$ cat src/rtl/moorm_pkg.sv
`timescale 1ns / 1ps

package moorm_pkg;

	// field widths
	localparam int SMP_W  = 12;
	localparam int CNT_W  = 5;
	localparam int MEAN_W = 20;
	localparam int FRAC_W = 8;

	// stream data widths, padded to whole bytes
	localparam int IN_TDATA_W  = 16;
	localparam int OUT_TDATA_W = 40;

	localparam int SAMPLE_COUNT_DEF = 20;

	localparam logic [SMP_W-1:0] TOL_RESET = SMP_W'(2);

endpackage

$ cat src/rtl/moorm_store.sv
`timescale 1ns / 1ps

// Sample memory: one write port, two read ports, registered read data.
module moorm_store #(
	parameter int DEPTH = moorm_pkg::SAMPLE_COUNT_DEF,
	parameter int AW    = $clog2(moorm_pkg::SAMPLE_COUNT_DEF)
) (
	input  logic                        clk,
	input  logic                        we,
	input  logic [AW-1:0]               waddr,
	input  logic [moorm_pkg::SMP_W-1:0] wdata,
	input  logic [AW-1:0]               addr_a,
	input  logic [AW-1:0]               addr_b,
	output logic [moorm_pkg::SMP_W-1:0] rd_a,
	output logic [moorm_pkg::SMP_W-1:0] rd_b
);

	logic [moorm_pkg::SMP_W-1:0] mem [DEPTH];

	always_ff @(posedge clk) begin
		if (we) begin
			mem[waddr] <= wdata;
		end
	end

	always_ff @(posedge clk) begin
		rd_a <= mem[addr_a];
		rd_b <= mem[addr_b];
	end

endmodule

$ cat src/rtl/moorm_div.sv
`timescale 1ns / 1ps

// Restoring divider, one quotient bit per cycle.
module moorm_div #(
	parameter int DVD_W = 26,
	parameter int DVS_W = 5
) (
	input  logic             clk,
	input  logic             arst_n,
	input  logic             start,
	input  logic [DVD_W-1:0] dividend,
	input  logic [DVS_W-1:0] divisor,
	output logic             done,
	output logic [DVD_W-1:0] quotient
);

	localparam int STEP_W = $clog2(DVD_W + 1);

	logic             busy_q;
	logic             done_q;
	logic [STEP_W-1:0] step_q;
	logic [DVD_W-1:0] quo_q;
	logic [DVS_W-1:0] rem_q;
	logic [DVS_W-1:0] dvs_q;
	logic [DVS_W:0]   rem_sh;
	logic             fits;

	assign rem_sh = {rem_q, quo_q[DVD_W-1]};
	assign fits   = rem_sh >= {1'b0, dvs_q};

	always_ff @(posedge clk or negedge arst_n) begin
		if (!arst_n) begin
			busy_q <= 1'b0;
			done_q <= 1'b0;
			step_q <= '0;
		end else begin
			done_q <= 1'b0;
			if (start) begin
				busy_q <= 1'b1;
				step_q <= STEP_W'(DVD_W);
			end else if (busy_q) begin
				step_q <= step_q - STEP_W'(1);
				if (step_q == STEP_W'(1)) begin
					busy_q <= 1'b0;
					done_q <= 1'b1;
				end
			end
		end
	end

	always_ff @(posedge clk) begin
		if (start) begin
			quo_q <= dividend;
			rem_q <= '0;
			dvs_q <= divisor;
		end else if (busy_q) begin
			if (fits) begin
				rem_q <= DVS_W'(rem_sh - {1'b0, dvs_q});
			end else begin
				rem_q <= rem_sh[DVS_W-1:0];
			end
			quo_q <= {quo_q[DVD_W-2:0], fits};
		end
	end

	assign done     = done_q;
	assign quotient = quo_q;

endmodule

$ cat src/rtl/median_outlier_rejecting_mean.sv
`timescale 1ns / 1ps

// Channel  Dir  Handshake                Payload
// s_axis   in   s_tvalid / s_tready      s_tdata[11:0]  adc_sample
// m_axis   out  m_tvalid / m_tready      m_tdata: median_value, kept_count, filtered_mean_q8
// cfg      in   cfg_valid / cfg_ready    cfg_data[11:0] outlier_tolerance
//
// Samples are taken one per cycle while collecting; after the last one of a window
// s_tready drops. Then follow the median search (one compare per cycle), the kept
// pass, the divide (one shift per dividend bit) and the output load, which waits
// while a previous result is still held unaccepted on m_axis. Reset clears control,
// loads the tolerance with 2 and leaves the memory alone. A stalled result holds
// in the output register while the next window is collected.
module median_outlier_rejecting_mean #(
	parameter int SAMPLE_COUNT = moorm_pkg::SAMPLE_COUNT_DEF
) (
	input  logic                              clk,
	input  logic                              arst_n,
	input  logic                              s_tvalid,
	output logic                              s_tready,
	// [11:0] adc_sample
	input  logic [moorm_pkg::IN_TDATA_W-1:0]  s_tdata,
	output logic                              m_tvalid,
	input  logic                              m_tready,
	// [11:0] median_value, [16:12] kept_count, [36:17] filtered_mean_q8
	output logic [moorm_pkg::OUT_TDATA_W-1:0] m_tdata,
	input  logic                              cfg_valid,
	output logic                              cfg_ready,
	input  logic [moorm_pkg::SMP_W-1:0]       cfg_data
);

	localparam int SMP_W  = moorm_pkg::SMP_W;
	localparam int IDX_W  = $clog2(SAMPLE_COUNT);
	localparam int KW     = $clog2(SAMPLE_COUNT + 1);
	localparam int SUM_W  = SMP_W + KW;
	localparam int DVD_W  = SUM_W + moorm_pkg::FRAC_W;
	localparam int PAD_W  = moorm_pkg::OUT_TDATA_W - SMP_W - moorm_pkg::CNT_W
		- moorm_pkg::MEAN_W;
	localparam logic [IDX_W-1:0] LAST_IDX = IDX_W'(SAMPLE_COUNT - 1);
	localparam logic [KW-1:0]    RANK     = KW'(SAMPLE_COUNT / 2);

	localparam logic [2:0] S_COLLECT = 3'd0;
	localparam logic [2:0] S_SELECT  = 3'd1;
	localparam logic [2:0] S_MEAN    = 3'd2;
	localparam logic [2:0] S_DIV     = 3'd3;
	localparam logic [2:0] S_OUT     = 3'd4;

	logic [2:0]       state_q;
	logic [IDX_W-1:0] fill_q;
	logic [IDX_W-1:0] cand_q;
	logic [IDX_W-1:0] sweep_q;
	logic             iss_q;
	logic             vld_s1;
	logic             last_s1;
	logic [KW-1:0]    lt_q;
	logic [KW-1:0]    le_q;
	logic [KW-1:0]    kept_q;
	logic [SUM_W-1:0] sum_q;
	logic [SMP_W-1:0] tol_q;
	logic [SMP_W-1:0] med_q;
	logic             out_valid_q;
	logic [SMP_W-1:0] out_med_q;
	logic [moorm_pkg::CNT_W-1:0]  out_cnt_q;
	logic [moorm_pkg::MEAN_W-1:0] out_mean_q;

	logic [SMP_W-1:0] rd_a;
	logic [SMP_W-1:0] rd_b;
	logic             in_fire;
	logic [KW-1:0]    lt_n;
	logic [KW-1:0]    le_n;
	logic             hit;
	logic [SMP_W-1:0] delta;
	logic             keep;
	logic [KW-1:0]    kept_n;
	logic [SUM_W-1:0] sum_n;
	logic             div_start;
	logic             div_done;
	logic [DVD_W-1:0] div_quo;
	logic             out_load;

	assign s_tready  = (state_q == S_COLLECT);
	assign cfg_ready = 1'b1;
	assign in_fire   = s_tvalid && s_tready;

	moorm_store #(
		.DEPTH (SAMPLE_COUNT),
		.AW    (IDX_W)
	) u_store (
		.clk    (clk),
		.we     (in_fire),
		.waddr  (fill_q),
		.wdata  (s_tdata[SMP_W-1:0]),
		.addr_a (cand_q),
		.addr_b (sweep_q),
		.rd_a   (rd_a),
		.rd_b   (rd_b)
	);

	// candidate rd_a has rank k when #(< it) <= k < #(<= it)
	always_comb begin
		lt_n   = lt_q + KW'(rd_b < rd_a);
		le_n   = le_q + KW'(rd_b <= rd_a);
		hit    = (state_q == S_SELECT) && vld_s1 && last_s1 && (lt_n <= RANK) &&
			(le_n > RANK);
		delta  = (rd_b >= med_q) ? (rd_b - med_q) : (med_q - rd_b);
		keep   = delta <= tol_q;
		kept_n = kept_q + KW'(keep);
		sum_n  = sum_q + (keep ? SUM_W'(rd_b) : SUM_W'(0));
	end

	assign div_start = (state_q == S_MEAN) && vld_s1 && last_s1;
	assign out_load  = (state_q == S_OUT) && (!out_valid_q || m_tready);

	moorm_div #(
		.DVD_W (DVD_W),
		.DVS_W (KW)
	) u_div (
		.clk      (clk),
		.arst_n   (arst_n),
		.start    (div_start),
		.dividend ({sum_n, moorm_pkg::FRAC_W'(0)}),
		.divisor  (kept_n),
		.done     (div_done),
		.quotient (div_quo)
	);

	always_ff @(posedge clk or negedge arst_n) begin
		if (!arst_n) begin
			state_q     <= S_COLLECT;
			fill_q      <= '0;
			cand_q      <= '0;
			sweep_q     <= '0;
			iss_q       <= 1'b0;
			vld_s1      <= 1'b0;
			last_s1     <= 1'b0;
			lt_q        <= '0;
			le_q        <= '0;
			kept_q      <= '0;
			tol_q       <= moorm_pkg::TOL_RESET;
			out_valid_q <= 1'b0;
		end else begin
			if (cfg_valid && cfg_ready) begin
				tol_q <= cfg_data;
			end
			if (out_valid_q && m_tready) begin
				out_valid_q <= 1'b0;
			end

			// read issue for the search and the mean pass
			vld_s1 <= 1'b0;
			if (iss_q && (state_q == S_SELECT || state_q == S_MEAN)) begin
				vld_s1  <= 1'b1;
				last_s1 <= (sweep_q == LAST_IDX);
				if (sweep_q == LAST_IDX) begin
					sweep_q <= '0;
					if (state_q == S_SELECT) begin
						cand_q <= (cand_q == LAST_IDX) ? '0 : cand_q + IDX_W'(1);
					end else begin
						iss_q <= 1'b0;
					end
				end else begin
					sweep_q <= sweep_q + IDX_W'(1);
				end
			end

			unique case (state_q)
				S_COLLECT: begin
					if (in_fire) begin
						if (fill_q == LAST_IDX) begin
							fill_q  <= '0;
							state_q <= S_SELECT;
							cand_q  <= '0;
							sweep_q <= '0;
							iss_q   <= 1'b1;
							lt_q    <= '0;
							le_q    <= '0;
						end else begin
							fill_q <= fill_q + IDX_W'(1);
						end
					end
				end
				S_SELECT: begin
					if (vld_s1) begin
						if (last_s1) begin
							lt_q <= '0;
							le_q <= '0;
						end else begin
							lt_q <= lt_n;
							le_q <= le_n;
						end
					end
					if (hit) begin
						// drop the read still in flight and restart for the mean pass
						state_q <= S_MEAN;
						sweep_q <= '0;
						iss_q   <= 1'b1;
						vld_s1  <= 1'b0;
						kept_q  <= '0;
					end
				end
				S_MEAN: begin
					if (vld_s1) begin
						kept_q <= kept_n;
						if (last_s1) begin
							state_q <= S_DIV;
						end
					end
				end
				S_DIV: begin
					if (div_done) begin
						state_q <= S_OUT;
					end
				end
				S_OUT: begin
					if (out_load) begin
						out_valid_q <= 1'b1;
						state_q     <= S_COLLECT;
					end
				end
				default: begin
					state_q <= S_COLLECT;
				end
			endcase
		end
	end

	always_ff @(posedge clk) begin
		if (hit) begin
			med_q <= rd_a;
			sum_q <= '0;
		end else if (state_q == S_MEAN && vld_s1) begin
			sum_q <= sum_n;
		end
		if (out_load) begin
			out_med_q  <= med_q;
			out_cnt_q  <= moorm_pkg::CNT_W'(kept_q);
			out_mean_q <= moorm_pkg::MEAN_W'(div_quo);
		end
	end

	assign m_tvalid = out_valid_q;
	assign m_tdata  = {PAD_W'(0), out_mean_q, out_cnt_q, out_med_q};

endmodule
$ cat config.mk
export PLATFORM = sky130hd
export DESIGN_NAME = median_outlier_rejecting_mean
export DESIGN_NICKNAME = d
export VERILOG_FILES = /design/src/rtl/moorm_pkg.sv /design/src/rtl/moorm_store.sv /design/src/rtl/moorm_div.sv /design/src/rtl/median_outlier_rejecting_mean.sv
export SDC_FILE = /design/constraint.sdc
export NUM_CORES = 1
export LEC_CHECK = 0
export BUFFER_PORTS_ARGS = -buffer_cell sky130_fd_sc_hd__buf_4
export CAP_MARGIN = 10
export CORE_MARGIN = 3
export CORE_UTILIZATION = 25
export CTS_CLUSTER_DIAMETER = 60
export DETAILED_ROUTE_END_ITERATION = 7
export SLEW_MARGIN = 20
export SYNTH_ARGS = -nofsm -noshare
export SYNTH_HDL_FRONTEND = slang
export SYNTH_SLANG_ARGS = --single-unit
$ cat constraint.sdc
create_clock -name clk -period 5.7 [get_ports clk]
set_clock_uncertainty 0.15 [all_clocks]
set_input_delay 1.14 -clock clk [delete_from_list [all_inputs] [get_ports clk]]
set_output_delay 1.14 -clock clk [all_outputs]
set_load 0.02 [all_outputs]
==> results of run 1 <==
## critical path: cells and delay by family, from the launching register on
family	cells	cell delay, ns
AOI/OAI and AO/OA	11	1.93
xor gates and xnor gates	2	0.34
adders and majority gates	5	1.33
buffers and inverters	5	0.62
DFF	1	0.32
muxes	1	0.22
and+or+nand+nor	4	0.34
## worst max path at each step
stage                          from                 end  slack [ns]  cells past startpoint
global route        u_store.rd_b[0]  u_div.quotient[21]       -0.15                     27
CTS                 u_store.rd_b[0]  u_div.quotient[23]       0.003                     29
detailed placement  u_store.rd_b[0]  u_div.quotient[22]       -0.12                     26
finish              u_store.rd_b[0]  u_div.quotient[24]        0.17                     28
global placement    u_store.rd_b[0]  u_div.quotient[22]       -0.08                     27
floorplan           u_store.rd_b[0]  u_div.quotient[23]        0.04                     28
## cells in the mapped netlist, types with 5 or more instances
library cell / n
a211oi_1: 11
a21o_1: 22
a21oi_1: 50
a31oi_1: 9
and3_1: 6
buf_1: 6
buf_2: 11
buf_4: 13
buf_6: 7
clkbuf_1: 42
dfrtp_1: 55
dfxtp_1: 54
edfxtp_1: 311
ha_1: 78
inv_1: 73
mux2_2: 27
mux2i_1: 22
mux4_2: 144
nand2_1: 91
nand2b_1: 7
nand3_1: 32
nand3b_1: 5
nand4_1: 18
nor2_1: 82
nor2b_1: 10
nor3_1: 21
nor4_1: 7
o21a_1: 8
o21ai_0: 70
xnor2_1: 20
xor2_1: 18
## power by group through the flow
stage / clock network, µW / logic, µW / registers, µW
2_1_floorplan: 0 / 2440 / 3630
3_3_place_gp: 0 / 3270 / 3850
3_5_place_dp: 0 / 3330 / 3860
4_1_cts: 2840 / 3410 / 3800
5_1_grt: 2970 / 4050 / 3830
6_report: 2770 / 3690 / 3790
## stage by stage
step,total power (µW),instances,area (µm²),hold WS [ns],worst slack (ns)
3_5_place_dp,7190,2544,22600,0.270,-0.124
2_1_floorplan,6070,1417,20600,0.258,0.0425
6_report,10300,2632,24400,0.283,0.168
4_1_cts,10000,2625,24000,0.286,0.00290
3_3_place_gp,7120,2544,22600,0.266,-0.0796
5_1_grt,10900,2632,24400,0.292,-0.154
## cells by family after synthesis
| family | after synthesis |
|---|---|
| flops | 421 |
| simple gates | 302 |
| compound gates | 223 |
| mux | 193 |
| buf+inv | 154 |
| fa+ha+maj | 82 |
| xor+xnor | 38 |
| other cells | 2 |
## registers in the layout, summed over array words and instances (netlist names), 3 cells and up
name,cells
u_store.mem,240
u_div.quotient,25
out_mean_q,20
sum_q,17
med_q,12
out_med_q,12
tol_q,12
u_store.rd_a,12
u_store.rd_b,12
cand_q,5
fill_q,5
kept_q,5
le_q,5
lt_q,5
out_cnt_q,5
sweep_q,5
u_div.dvs_q,5
u_div.rem_q,5
u_div.step_q,5
state_q,3
## layout make-up
class	count	share of cell area
clock inverter	19	0.00831
timing repair buffer	156	0.0493
sequential	421	0.485
inverter	75	0.0117
tap	1060	0.0544
multi-input combinational	842	0.342
clock buffer	59	0.0487
## routing by layer
| metal | vias up | track usage | share of wire |
|---|---|---|---|
| li1 | 5715 | - | - |
| met1 | 6470 | 0.153 | 0.43 |
| met2 | 325 | 0.192 | 0.49 |
| met3 | 54 | 0.0246 | 0.060 |
| met4 | 0 | 0.0239 | 0.018 |
| met5 | - | 0 | 0 |
## what timing repair did
action,in CTS,in global routing
setup endpoints to repair,9,24
pin swaps,3,37
cloned,0,0
resized for setup,4,66
setup buffers,3,7
## cell usage in the layout (no fill, tap or decap), types with 4 or more instances in the layout
| cell type | n |
|---|---|
| inv_6 | 4 |
| clkbuf_1 | 12 |
| nand3_1 | 31 |
| o21a_1 | 8 |
| dfrtp_1 | 51 |
| o21ai_1 | 6 |
| xor2_1 | 17 |
| nand2b_1 | 6 |
| dfxtp_1 | 53 |
| mux4_2 | 144 |
| buf_4 | 148 |
| clkinv_1 | 5 |
| ha_1 | 71 |
| clkbuf_16 | 44 |
| mux2_2 | 27 |
| a31oi_1 | 9 |
| mux2i_1 | 19 |
| ha_4 | 5 |
| nand2_1 | 91 |
| a21o_1 | 22 |
| nor3_1 | 21 |
| a211oi_1 | 8 |
| nor4_1 | 6 |
| and3_1 | 5 |
| and2_1 | 4 |
| nand3b_1 | 5 |
| conb_1 | 4 |
| o21ai_0 | 64 |
| xnor2_1 | 20 |
| nor2_2 | 21 |
| inv_1 | 71 |
| buf_6 | 8 |
| nor2b_1 | 10 |
| nor2_1 | 58 |
| edfxtp_1 | 311 |
| a21oi_1 | 48 |
| or3_1 | 4 |
| clkinv_2 | 5 |
| nand4_1 | 18 |
==> results_dict.tcl, run 1 <==
set metrics [dict create \
    status "finished clean" \
    synth_top_family_by_area "multiplexers" \
    root_buffer "clkbuf_16" \
    fin_util 0.301 \
    antenna_left 0 \
    htree_levels 2 \
    synth-async-reset-ratio 0.133 \
    antenna_found_initial 0 \
    hold_viol_final 0 \
    relSlewSlack 0.279 \
    tns_ns 0 \
    arrival_ns 5.67 \
    startpoint_type "flop" \
    synth_xor_area_frac 0.0162 \
    slew_violations 0 \
    die_w_um 293 \
    cts.sinks 421 \
    grt_max_degree 57 \
    viasPerCell 4.77 \
    vdd_ir_drop_max_v 0.000248 \
    firstDrtPassIters 5 \
    hold_start "u_store.rd_a[3]" \
    slowest_stage "fa_2" \
    syn_inst 1415 \
    combPwrFrac 0.360 \
    diodes 0 \
    num_rows 104 \
    switching_share 0.328 \
    synthFlopType "edfxtp_1" \
    synth_top_area_frac 0.455 \
    worst_hold_path_type "reg -> reg" \
    rr_worst_depth 28 \
    nFillCells 8016 \
    routedWlPerCell_um 19.0 \
    clockBufferDepth 3 \
    seqCellArea_um2 11800 \
    required_ns 5.84 \
    regToRegEndpoint "u_div.quotient[24]" \
    synth-seq-area-share 0.575 \
    grt_pass1_wl_mm 76.6 \
    drive_gt1_frac 0.298 \
    drcViolationCount 0 \
    pin_count 76 \
    worst_setup_path_end_kind "flop" \
    drt_iter0_drc 891 \
    die_area_um2 85700 \
    hold_end "med_q[3]" \
    path_class "reg -> reg" \
    crit_path_max_incr_delay_ns 0.41 \
    synthMuxAreaShare 0.183 \
    yosysWarnings 0 \
    tightest_slew_ns 1.08 \
    synthAdderAreaFrac 0.0514 \
    dp.final_hpwl_mm 33.1 \
    areaGrowthSynthToFinish_pct 18.7 \
    p_seq_frac 0.370 \
    initial_core_util 0.254 \
    clk-insertion-delay-late_ns 0.56 \
    vias 12564 \
    postCtsHoldBufs 0 \
    ys_ff_latch 421 \
    crit_fanout 8 \
    holdPathStages 0 \
    globalRouteOverflowTotal 0 \
    synth-compound-area-share 0.0691 \
    track_usage 0.114 \
    worst-r2r-setup-slack_ns 0.17 \
    cts-buffers-inserted 43 \
    powerDensity_nw_per_um2 420 \
    port_buffers 67 \
    leakage_uw 0.00866 \
    avgSynthCellArea_um2 14.5 \
    final_nets 1654 \
    syn-cell-area_um2 20500 \
    synth-simple-area-share 0.0702 \
    gp_congestion 0.801 \
    clkPwrFrac 0.270 \
    power.switching_uw 3360 \
    setup_viol 0 \
    wirelength_mm 50.0 \
    fin_crit_ns 5.53 \
    synthTopCellsByArea "edfxtp_1 (45%), mux4_2 (16%), dfrtp_1 (6.7%)" \
    maxCapViolations 0 \
    yosys.area.top_type "edfxtp_1" \
    core_um2 80900 \
    r2r_start "u_store.rd_b[0]" \
    path_clk_slew_ns 0.06 \
    max_freq_mhz 181 \
    grt_pass1_vias 12853 \
    synth-edff-count 311 \
    p_int_uw 6890 \
    die_y_um 293 \
    fin_crit_sh 0.971 \
    synth_cell_types 76 \
    multi_input_area_um2 8350 \
    cts_tree "yes" \
    rsz0062_at_grt "true" \
]
(Power assumes the default switching activity.)
==> run 2: changes to the inputs <==
==> constraint.sdc (replaced) <==
create_clock -name clk -period 5.9 [get_ports clk]
set_clock_uncertainty 0.15 [all_clocks]
set_input_delay 0.885 -clock clk [delete_from_list [all_inputs] [get_ports clk]]
set_output_delay 0.885 -clock clk [all_outputs]
set_load 0.02 [all_outputs]
==> results_dict.tcl, run 2 (synthesized netlist as in run 1, its figures left out) <==
set metrics [dict create \
    arrival_ns 5.77 \
    htree_levels 2 \
    hold_viol_final 0 \
    num_rows 104 \
    place_area_um2 22400 \
    drt_iter0_drc 1076 \
    path_clk_slew_ns 0.06 \
    dp.final_hpwl_mm 32.7 \
    final_nets 1620 \
    required_ns 6.04 \
    root_buffer "clkbuf_16" \
    drcViolationCount 0 \
    gp_congestion 0.795 \
    pin_count 76 \
    postCtsHoldBufs 0 \
    diodes 0 \
    setup_viol 0 \
    core_um2 80900 \
    nFillCells 8071 \
    grt_pass1_wl_mm 76.5 \
    powerDensity_nw_per_um2 403 \
    routedWlPerCell_um 19.1 \
    die_w_um 293 \
    grt_pass1_vias 12976 \
    slew_violations 0 \
    fin_area_um2 23900 \
    largest_reg_flops 240 \
    status "finished clean" \
    crit_fanout 6 \
    cts_tree "yes" \
    worst_setup_path_end_kind "flop" \
    wirelength_mm 49.7 \
    port_buffers 67 \
    cts-buffers-inserted 43 \
    rr_worst_depth 27 \
    grt_max_degree 57 \
    layout_commonest_cell "edfxtp_1" \
    power_uw 9640 \
    cts.sinks 421 \
    fin_crit_ns 5.63 \
    viasPerCell 4.82 \
    die_y_um 293 \
    antenna_found_initial 0 \
    drive_gt1_frac 0.270 \
    clk-insertion-delay-late_ns 0.58 \
    vias 12528 \
    leakage_uw 0.00846 \
    globalRouteOverflowTotal 0 \
    most-common-layout-cells "edfxtp_1 (311), mux4_2 (144), buf_4 (117)" \
    gr-usage-met3 0.0230 \
    relSlewSlack 0.260 \
    firstDrtPassIters 5 \
    tightest_slew_ns 1.11 \
    globalRoute.busiestLayer "met2" \
    multi_input_area_um2 8220 \
    worst_hold_path_type "in -> async" \
    max_freq_mhz 178 \
    startpoint_type "flop" \
    path_class "reg -> reg" \
    clockBufferDepth 3 \
    met1_usage 0.155 \
    grt_util_met2 0.187 \
    fin_crit_sh 0.954 \
    antenna_left 0 \
    areaGrowthSynthToFinish_pct 16.5 \
    vdd_ir_drop_max_v 0.000301 \
    track_usage 0.114 \
    initial_core_util 0.254 \
    seqCellArea_um2 11800 \
    regMostFlops "u_store.mem" \
    die_area_um2 85700 \
    maxCapViolations 0 \
    hold_ws_ns 0.230 \
]
-- run 2: changes by cell type in the layout (fill, tap and decap cells not counted), sizes merged --
cell / before / now
clkinvlp: 1 / 2
buf: 156 / 122
clkinv: 14 / 18
clkbuf: 59 / 55
-- run 2: critical path, stage by stage, from the launching register on --
cell	delay, ns
dfxtp_2	0.33
inv_2	0.05
ha_2	0.16
inv_1	0.05
fa_2	0.35
a211oi_2	0.29
o211a_1	0.19
nor2_1	0.07
o21ai_1	0.15
buf_6	0.16
buf_6	0.13
buf_4	0.11
mux2i_1	0.20
xnor2_1	0.10
ha_1	0.28
nand4_1	0.14
or2_2	0.35
a31oi_4	0.16
buf_6	0.14
nor2_1	0.05
ha_1	0.23
fa_1	0.43
nand3_2	0.14
a211oi_4	0.09
o21ba_2	0.26
o311ai_2	0.31
xor2_1	0.20
o21ai_0	0.10
-- run 2: layout make-up --
cell class | count | share of cell area
clock buffers | 55 | 0.0473
repair buffers | 122 | 0.0388
inverters | 75 | 0.0120
flip-flops and latches | 421 | 0.494
multi-input cells | 842 | 0.343
well taps | 1060 | 0.0554
clock inverters | 24 | 0.00894
-- run 2: power by group --
| part | internal, µW | leakage, µW | switching (µW) |
|---|---|---|---|
| sequential | 3360 | 0.00404 | 208 |
| combinational | 1610 | 0.00377 | 1820 |
| clock | 1460 | 0.000650 | 1180 |
| total | 6430 | 0.00846 | 3210 |
-- run 2: path summary, 6_finish.rpt --
check	start	endpoint	slack (ns)
worst min register to register	u_store.rd_a[7]	med_q[7]	0.27
max in group asynchronous	arst_n	sweep_q[0]	4.73
worst min-delay path	arst_n	tol_q[6]	0.23
worst max-delay path	u_store.rd_b[0]	u_div.quotient[22]	0.27
min in group clk	u_store.rd_a[7]	med_q[7]	0.27
worst max register to register	u_store.rd_b[0]	u_div.quotient[22]	0.27
-- run 2: metrics by stage --
stage                     setup slack, ns  TNS, ns   util  std cells
after floorplan                     0.162        0      -       1417
after global placement             0.0706        0  0.276       2510
after detailed placement          0.00608        0  0.276       2510
after global routing              -0.0126  -0.0176  0.296       2599
after CTS                          0.0715        0  0.293       2589
final                               0.273        0  0.296       2599
-- run 2: what timing repair did --
action	in CTS	in global routing
setup endpoints to repair	1	14
pin swaps	0	18
gates resized for setup	1	42
gates cloned	0	1
hold endpoints to repair	0	0
buffers inserted	0	9
-- run 2: per-layer routing --
metal / share of wire / wire (µm) / vias up
li1: - / - / 5655
met5: 0 / 0 / -
met3: 0.066 / 3260 / 74
met1: 0.44 / 21800 / 6388
met2: 0.48 / 23600 / 411
met4: 0.020 / 987 / 0
==> run 3: changes to the inputs <==
--- a/config.mk
+++ b/config.mk
@@ -8,7 +8,7 @@
 export BUFFER_PORTS_ARGS = -buffer_cell sky130_fd_sc_hd__buf_4
 export CAP_MARGIN = 10
 export CORE_MARGIN = 3
-export CORE_UTILIZATION = 25
+export CORE_UTILIZATION = 23
 export CTS_CLUSTER_DIAMETER = 60
 export DETAILED_ROUTE_END_ITERATION = 7
 export SLEW_MARGIN = 20
==> results_dict.tcl, run 3 (synthesized netlist as in run 1, its figures left out) <==
set metrics [dict create \
    status "finished clean" \
    clk-insertion-delay-late_ns 0.61 \
    crit_path_max_incr_delay_ns 0.35 \
    grt_pass1_wl_mm 74.6 \
    arrival_ns 5.75 \
    max_freq_mhz 179 \
    slew_violations 0 \
    startpoint_type "flop" \
    clockBufferDepth 3 \
    rr_worst_depth 28 \
    grt_max_degree 57 \
    fin_cells 2702 \
    slowest_stage "fa_2" \
    path_clk_slew_ns 0.06 \
    num_rows 108 \
    required_ns 6.06 \
    cts_tree "yes" \
    areaGrowthSynthToFinish_pct 17.9 \
    grt_pass1_vias 12681 \
    vdd_ir_drop_max_v 0.000188 \
    rsz0062_at_grt "false" \
    maxCapViolations 0 \
    tightest_slew_ns 1.09 \
    fin_crit_sh 0.948 \
    leakage_uw 0.00854 \
    power.switching_uw 3260 \
    fin_crit_ns 5.59 \
    cts.sinks 421 \
    viasPerCell 4.61 \
    combPwrFrac 0.336 \
    worst_setup_path_end_kind "flop" \
    worst_hold_path_type "in -> async" \
    htree_levels 2 \
    port_buffers 67 \
    firstDrtPassIters 5 \
    antenna_found_initial 4 \
    globalRouteOverflowTotal 0 \
    fin_area_um2 24200 \
    vias 12448 \
    track_usage 0.103 \
    place_area_um2 22500 \
    hold_ws_ns 0.215 \
    dp.final_hpwl_mm 32.1 \
    initial_core_util 0.234 \
    antenna_left 0 \
    dp.cells 2605 \
    root_buffer "clkbuf_16" \
    die_y_um 305 \
    nFillCells 8795 \
    powerDensity_nw_per_um2 405 \
    r2r_start "u_store.rd_b[0]" \
    die_area_um2 93000 \
    core_um2 87700 \
    drt_iter0_drc 1025 \
    relSlewSlack 0.276 \
    largest_reg_flops 240 \
    pin_count 76 \
    cp-startpoint "u_store.rd_b[0]" \
    routedWlPerCell_um 18.1 \
    final_nets 1621 \
    switching_share 0.332 \
    die_w_um 305 \
    postCtsHoldBufs 0 \
    path_class "reg -> reg" \
    layout_commonest_cell "edfxtp_1" \
    most-common-layout-cells "edfxtp_1 (311), mux4_2 (144), buf_4 (118)" \
    clkPwrFrac 0.296 \
    drive_gt1_frac 0.271 \
    gp_congestion 0.813 \
    wirelength_mm 48.9 \
    hold_viol_final 0 \
    regMostFlops "u_store.mem" \
    setup_viol 0 \
    drcViolationCount 0 \
    p_int_uw 6550 \
    p_seq_frac 0.368 \
    cts-buffers-inserted 47 \
    crit_fanout 7 \
]
==> run 3: repair_timing <==
| item | 4_1_cts | 5_1_grt |
|---|---|---|
| gates resized for setup | 1 | 36 |
| pin swaps | 0 | 12 |
| gates cloned | 0 | 1 |
| setup buffers | 0 | 6 |
| setup endpoints to repair | 1 | 24 |
==> run 3: worst paths after layout <==
check,slack [ns],end
hold reg to reg,0.28,med_q[8]
hold / removal,0.22,kept_q[0]
setup / recovery,0.31,u_div.quotient[15]
setup reg to reg,0.31,u_div.quotient[15]
max in group asynchronous,4.78,cand_q[1]
min in group clk,0.28,med_q[8]
==> run 3: routing by layer <==
| metal | vias to the layer above | part of all wire | GRT usage |
|---|---|---|---|
| met5 | - | 0 | 0 |
| met4 | 0 | 0.022 | 0.0272 |
| li1 | 5658 | - | - |
| met1 | 6334 | 0.44 | 0.136 |
| met3 | 76 | 0.069 | 0.0265 |
| met2 | 380 | 0.47 | 0.166 |
==> run 3: power groups by stage <==
stage | Combinational (µW) | Sequential [µW] | Clock [µW]
2_1_floorplan | 2360 | 3510 | 0
3_3_place_gp | 3030 | 3670 | 0
3_5_place_dp | 3080 | 3680 | 0
4_1_cts | 3090 | 3620 | 2970
5_1_grt | 3620 | 3650 | 3090
6_report | 3300 | 3610 | 2900
==> run 3: layout make-up <==
cell class | count | area, µm² | area share
Clock inverter | 36 | 345 | 0.0143
Inverter | 75 | 287 | 0.0118
Clock buffer | 52 | 1190 | 0.0493
Timing Repair Buffer | 119 | 897 | 0.0370
Multi-Input combinational cell | 842 | 8220 | 0.339
Antenna cell | 2 | 5.00 | 0.000207
Sequential cell | 421 | 11800 | 0.488
Tap cell | 1155 | 1450 | 0.0596
==> run 3: worst max-delay path, delay by kind of cell (launching register included) <==
family	cells	cell delay, ns
AOI/OAI and AO/OA	12	2.19
and+or+nand+nor	3	0.34
buffers and inverters	6	0.74
muxes	1	0.20
DFF	1	0.31
adders and majority gates	4	1.04
xor gates and xnor gates	2	0.35
==> run 3: stage by stage <==
stage / setup TNS (ns) / total power [µW] / worst slack, ns / util
after floorplan: 0 / 5860 / 0.162 / -
after global placement: 0 / 6690 / 0.000756 / 0.256
after detailed placement: -0.0967 / 6760 / -0.0810 / 0.256
after CTS: 0 / 9680 / 0.000613 / 0.274
after global routing: 0 / 10400 / 0.0139 / 0.276
final: 0 / 9810 / 0.307 / 0.276
